## config.mk

```make
export PLATFORM = sky130hd
export DESIGN_NAME = wis_div
export DESIGN_NICKNAME = d
export VERILOG_FILES = /design/src/design/weighted_index_sampler_assert.svh /design/src/design/wis_pkg.sv /design/src/design/wis_div.sv
export SDC_FILE = /design/constraint.sdc
export NUM_CORES = 1
export LEC_CHECK = 0
export ABC_AREA = 1
export BUFFER_PORTS_ARGS = -buffer_cell sky130_fd_sc_hd__clkbuf_2
export CAP_MARGIN = 30
export CORE_MARGIN = 1.5
export CORE_UTILIZATION = 50
export DETAILED_ROUTE_END_ITERATION = 7
export GPL_TIMING_DRIVEN = 0
export MAX_ROUTING_LAYER = met4
export PLACE_DENSITY_LB_ADDON = 0.25
export RECOVER_POWER = 50
export SKIP_CTS_REPAIR_TIMING = 1
export SLEW_MARGIN = 25
export SYNTH_ARGS = -nofsm -noshare
export SYNTH_HDL_FRONTEND = slang
export SYNTH_SLANG_ARGS = --single-unit
export TNS_END_PERCENT = 10
```

## constraint.sdc

```tcl
create_clock -name clk -period 4.1 [get_ports clk]
set_input_delay 0.82 -clock clk [delete_from_list [all_inputs] [get_ports clk]]
set_output_delay 0.82 -clock clk [all_outputs]
set_load 0.01 [all_outputs]
```

## src/design/weighted_index_sampler_assert.svh

```systemverilog
// assertion macros shared by the sampler rtl
`ifndef WEIGHTED_INDEX_SAMPLER_ASSERT_SVH
`define WEIGHTED_INDEX_SAMPLER_ASSERT_SVH

// condition must hold in the same cycle as the trigger
`define WIS_ASSERT_NOW(label, trig, cond) \
  label: assert property (@(posedge clk) disable iff (!rst_n) (trig) |-> (cond)) \
    else $error("sampler assertion failed");

// condition must hold in the cycle after the trigger
`define WIS_ASSERT_NEXT(label, trig, cond) \
  label: assert property (@(posedge clk) disable iff (!rst_n) (trig) |=> (cond)) \
    else $error("sampler assertion failed");

`endif

```

## src/design/wis_pkg.sv

```systemverilog
// shared types and constants of the weighted index sampler
package wis_pkg;

  localparam int TOTAL_BITS  = 28;
  localparam int INDEX_BITS  = 13;
  localparam int VALUE_BITS  = 32;
  localparam int FRAC_BITS   = 16;
  localparam int WPORT_BITS  = 16;
  localparam int REQ_BITS    = 2;
  localparam int DATA_BITS   = 32;
  localparam int ADDR_BITS   = 3;
  localparam int REG_IDX_BITS = 1;

  localparam logic [TOTAL_BITS-1:0] TOTAL_MAX       = {TOTAL_BITS{1'b1}};
  localparam logic [VALUE_BITS-1:0] RANGE_TOP_RESET = 32'h0001_0000;

  localparam logic [REG_IDX_BITS-1:0] REG_NORM_EN   = 1'b0;
  localparam logic [REG_IDX_BITS-1:0] REG_RANGE_TOP = 1'b1;

  typedef enum logic [REQ_BITS-1:0] {
    REQ_CLEAR  = 2'd0,
    REQ_APPEND = 2'd1,
    REQ_DRAW   = 2'd2
  } req_t;

  typedef struct packed {
    logic busy;
    logic done;
  } div_stat_t;

endpackage

```

## src/design/wis_div.sv

```systemverilog
// restoring divider, one quotient bit per cycle, quotient known to fit 32 bits
module wis_div #(
  parameter int CW = 13
) (
  input  logic                                clk,
  input  logic                                rst_n,
  input  logic                                start,
  input  logic [wis_pkg::VALUE_BITS+CW-1:0]   dividend,
  input  logic [CW-1:0]                       divisor,
  output logic [wis_pkg::VALUE_BITS-1:0]      quotient,
  output wis_pkg::div_stat_t                  stat
);

  localparam int QB = wis_pkg::VALUE_BITS;
  localparam int NB = $clog2(QB + 1);
  localparam logic [NB-1:0] STEPS = NB'(QB);
  localparam logic [NB-1:0] ONE   = NB'(1);

  logic [CW-1:0] rem_r, rem_nxt;
  logic [QB-1:0] qd_r, qd_nxt;
  logic [NB-1:0] cnt_r, cnt_nxt;
  logic          busy_r, busy_nxt;
  logic          done_r, done_nxt;

  logic [CW:0]   trial;
  logic [CW:0]   diff;
  logic          ge;

  assign trial = {rem_r, qd_r[QB-1]};
  assign ge    = trial >= {1'b0, divisor};
  assign diff  = trial - {1'b0, divisor};

  always_comb begin
    rem_nxt  = rem_r;
    qd_nxt   = qd_r;
    cnt_nxt  = cnt_r;
    busy_nxt = busy_r;
    done_nxt = 1'b0;
    if (start) begin
      // upper bits start below the divisor, so only the low word needs steps
      rem_nxt  = dividend[QB +: CW];
      qd_nxt   = dividend[QB-1:0];
      cnt_nxt  = STEPS;
      busy_nxt = 1'b1;
    end else if (busy_r) begin
      rem_nxt = ge ? diff[CW-1:0] : trial[CW-1:0];
      qd_nxt  = {qd_r[QB-2:0], ge};
      cnt_nxt = cnt_r - ONE;
      if (cnt_r == ONE) begin
        busy_nxt = 1'b0;
        done_nxt = 1'b1;
      end
    end
  end

  always_ff @(posedge clk) begin
    if (!rst_n) begin
      cnt_r  <= '0;
      busy_r <= 1'b0;
      done_r <= 1'b0;
    end else begin
      cnt_r  <= cnt_nxt;
      busy_r <= busy_nxt;
      done_r <= done_nxt;
    end
    rem_r <= rem_nxt;
    qd_r  <= qd_nxt;
  end

  assign quotient  = qd_r;
  assign stat.busy = busy_r;
  assign stat.done = done_r;

endmodule

```

### Yosys cells after proc, flatten, opt, wreduce, memory -nomap -nowiden

Cells that the tools add are included.

* register bits: 53
* bits in latches: 0
* bits in writable memories: 0
* memory bits (read-only): 0
* output and inout bits: 34
* word-level logic and storage cells: 26
* memories: 0

* add/subtract/negate cells: 2
* multipliers: 0
* divide/modulo/power cells: 0
* order comparisons: 1
* eq/ne operators: 1
* shift-type cells: 0
* muxes and demuxes: 11
* bitwise operators: 2
* reductions and logical operators: 3

Operators with widths (count)
* 32-bit two-way mux: 2
* 13-bit two-way mux: 3
* 14-bit by 13-bit >= comparator with 1-bit output: 1
* 13-bit subtractor: 1
* 6-bit two-way mux: 2
* 6-bit by 1-bit equality test with 1-bit output (second input constant): 1
* 6-bit by 1-bit subtractor with 6-bit output (second input constant): 1
* 1-bit two-way mux: 4
* 3-bit OR reduction: 1
* 1-bit inverter: 2
* 2-bit nonzero test: 1
* 2-bit OR reduction: 1

### Longest topological paths before layout

* word-level depth: 4
* depth in mapped cells: 12
* mapped depth without buffers: 12

### Worst setup path after synthesis

No wires, ideal clock.

* path type: input to register
* start: input start
* end: register qd_r[0], in the netlist quotient[0], enable pin
* setup time: 0.564 ns
* arrival time: 2.141 ns
* required time: 3.536 ns
* slack: 1.395 ns
* stages on the path: 4
* buffers on the path: 2
* cell sequence: inv_1 > buf_2 > clkbuf_1 > nand2_1

* cells in the longest elaborated chain, start to end: 1

Ends and longest elaborated chain
* from (decl): line wis_div.sv:7 `input logic start,`
* 2-bit nonzero test (no line)
* to (signal assigned): line wis_div.sv:67 `qd_r <= qd_nxt;`
* to (decl): line wis_div.sv:20 `logic [QB-1:0] qd_r, qd_nxt;`

Every way passes these cells.
A chain may end at the register's enable or synchronous reset.

### Final worst setup path

* start: input divisor[0]
* end: register rem_r[7] (data pin)

* cells in the longest elaborated chain, start to end: 4
* elaborated cells between the ends (all ways): 5
* those cells by class: add/sub (1); order compare (1); mux (3)

Ends and longest elaborated chain
* from (decl): line wis_div.sv:9 `input logic [CW-1:0] divisor,`
* 13-bit subtractor or 14-bit by 13-bit >= comparator with 1-bit output (tied branches): line wis_div.sv:31, wis_div.sv:30
* 13-bit two-way mux (*): line wis_div.sv:46 `rem_nxt = ge ? diff[CW-1:0] : trial[CW-1:0];`
* 13-bit two-way mux (*): line wis_div.sv:45 `end else if (busy_r) begin`
* 13-bit two-way mux (*): line wis_div.sv:39 `if (start) begin`
* net rem_nxt[7]: line wis_div.sv:19 `logic [CW-1:0] rem_r, rem_nxt;`
* to (signal assigned): line wis_div.sv:66 `rem_r <= rem_nxt;`
* to (decl): line wis_div.sv:19

Mark *: on every way through the listed nets, which the timed path passes. The rest lies on a longest branch. The select of a mux whose other input is x is not followed.

==> impl_results.md <==
- HPWL after DPL: 6050 um
- CP Launch Type: primary input
- 1st-iter DRT viols: ~130
- Internal power: approximately 1.1 mW
- IO Count: 95
- Flop pwr share: approximately 43%
- Area growth syn-to-layout: 19.1%
- Max FO, Critical Path: 10
- Min Hold Slack: approximately 490 ps
- Max clock buf depth: 2
- Clk slew on worst S/H paths: 100 ps
- Setup TNS: 0 ps
- CTS Buf Count: 5
- Routed WL: ~7700 um
- Drt pass-1 iters: 4
- IO buf count: 94
- Sw Ratio: 34.6%
- Slew Limit Headroom: roughly two thirds
- Vias in the first global route: roughly 3000
- Unique masters post-synth: 33
- H-tree Lvls: 2
- GRT Residual Overflow: 0
- Crit path from: divisor[0]
- Pin count of the biggest net entering global routing: 32
- Filler Cell Count: 624
- # setup viols final: 0
- Post-route ant nets: 0
- Global-route wire length before repair: approximately 13000 um
- Diodes inserted: 0
- Cell taking the most area after synthesis: edfxtp_1
- Maximum vdd drop: 0.000196 V
- CTS tree: done
- Root Buffer: clkbuf_8
- Worst skew pair latency: 310 ps
- Leakage: 2.15 nW
- Top_reg_cell synth: edfxtp_1
- Clock share of power: 21.1%
- Via count: about 3100
- Post-synth top area share: 39.5%
- Synth top cells by count: 192 x nand2_1, 65 x inv_1, 45 x edfxtp_1
- Core Rows: 29
- GRT Util Overall: 23.0%
- Via/cell ratio: 4.91
- Dominant cells by area after synthesis: edfxtp_1 40%, nand2_1 21%, inv_1 7.1%
- Worst r2r src: quotient[31]
- Die Span Y: 85.7 um
- Most frequent cell after synthesis: nand2_1
- Post-route DRC: 0
- WS Path Type: in -> reg
- Die width: 85.7 um
- Period minus WS final: 2420 ps
- Synth warn: 0
- Sequential cell area fraction in the yosys report: 44.2%
- P_sw: 0.567 mW
- Fmax: 413 MHz
- Synth Register Bits: 53
- Die Area: 7340 um2
- Syn Area/Cell: approximately 7.6 um2
- Initial Util: 52.6%
- HP Class: reg -> reg
- Final slew viol count: 0
- Asr flop ratio synth: 0%
- Share of post-route cells with drive strength above 1: 18.0%
- Comb pwr share: 35.5%
- Core area: 6490 um2
- Clock sinks: 53
- Power density cells: 403 nW/um2
- Required @ worst endpoint: approximately 4200 ps
- Setup Skew: 13.8 ps
- HP Start: cnt_r[5]
- Gate Count Post-Synth: 447
- Outcome: complete, no violations
- Synth Cell Area: roughly 3400 um2
- Avg WL per Cell: 12.2 um
- Worst slew pin tran: roughly 490 ps
- Max_cap viols: 0
- RSZ-0062 raised after global routing: no
- Final period util: 59.0%
- Critical path capture point type: flop
- Initial antenna violation count: 0
- Number of synthesized flops with an enable pin: 45
- WP data arrival: 2500 ps
- GPL Wtd Cong: 0.914
- Final #Nets: 626
- Hold Fails Final Rpt: 0
- Syn nets: approximately 520
## critical path, stage by stage
cell	delay, ps
clkbuf_2	80
ha_1	230
fa_1	420
inv_1	120
nand2_1	70
nand3_2	100
nand2_4	110
nand3_4	160
buf_12	160
nand3_2	80
nand3_1	90
nand2_1	50
## power groups by stage
stage               Sequential (mW)  Combinational [mW]  Clock [mW]
floorplan                     0.729               0.418           0
global placement              0.723               0.572           0
detailed placement            0.722               0.591           0
CTS                           0.712               0.594       0.355
global route                  0.720               0.668       0.374
finish                        0.712               0.583       0.346
## metal layers
layer | GRT usage (%) | vias up | wire length [um]
met2 | 37.8 | 77 | 3760
met5 | - | - | 0
li1 | - | 1613 | -
met1 | 29.5 | 1378 | 3470
met3 | 3.95 | 8 | 347
met4 | 6.30 | 0 | 79
## worst paths after layout
| check | endpoint | slack [ps] | cells after the start |
|---|---|---|---|
| worst max-delay path | rem_r[7] | 1680 | 12 |
| worst min-delay path | cnt_r[5] | 490 | 2 |
| worst max register to register | rem_r[7] | 1840 | 12 |
| worst min register to register | cnt_r[5] | 490 | 2 |
## placed cells by master (no fill, tap or decap), types with 2 or more instances in the layout
master | synthesis | final
nand2_1 | 192 | 191
inv_1 | 65 | 65
clkbuf_2 | 0 | 60
edfxtp_1 | 45 | 45
clkbuf_1 | 6 | 43
nand3_1 | 21 | 21
nor2_1 | 17 | 17
nand4_1 | 15 | 15
ha_1 | 15 | 15
nand2_2 | 9 | 10
a21oi_1 | 8 | 8
dfxtp_1 | 8 | 8
nand3_2 | 6 | 6
inv_2 | 5 | 5
clkbuf_8 | 0 | 5
xor2_1 | 4 | 4
o21ai_1 | 4 | 4
xnor2_1 | 3 | 3
nor2_4 | 2 | 2
clkinv_1 | 1 | 2
nand3_4 | 2 | 2
buf_12 | 1 | 2
buf_1 | 3 | 2
nor3_1 | 2 | 2
buf_4 | 2 | 2
## layout make-up
cell class	instances	area, um2	area share (%)
multi-input cells	309	1570	38.4
flip-flops and latches	53	1510	37.1
repair buffers	95	448	11.0
inverters	71	267	6.55
well taps	77	96.3	2.37
plain buffers	14	77.6	1.91
clock buffers	6	72.6	1.78
clock inverters	2	33.8	0.830
## state kept, by name, indices dropped and copies added (netlist names)
register,flops
busy_r,1
rem_r,13
cnt_r,6
quotient,32
done_r,1
## stage by stage
step	worst slack [ps]	util, %	power (mW)	area, um2	instances
floorplan	1390	-	1.15	3420	447
global placement	595	61.4	1.30	3990	618
detailed placement	1350	61.7	1.31	4010	619
CTS	1700	63.4	1.66	4120	627
global route	1600	62.7	1.76	4070	627
finish	1680	62.7	1.64	4070	627
## cell families (layout without fill, tap and decap cells)
| kind of cell | count (synthesis) | count (layout) | synth area share [%] |
|---|---|---|---|
| AOI/OAI and AO/OA | 16 | 16 | 2.78 |
| buffers and inverters | 85 | 188 | 10.1 |
| adders and majority gates | 16 | 16 | 6.07 |
| DFF | 53 | 53 | 44.2 |
| xor gates and xnor gates | 7 | 7 | 1.79 |
| and+or+nand+nor | 270 | 270 | 35.1 |
Power figures use the tool's default switching activity.
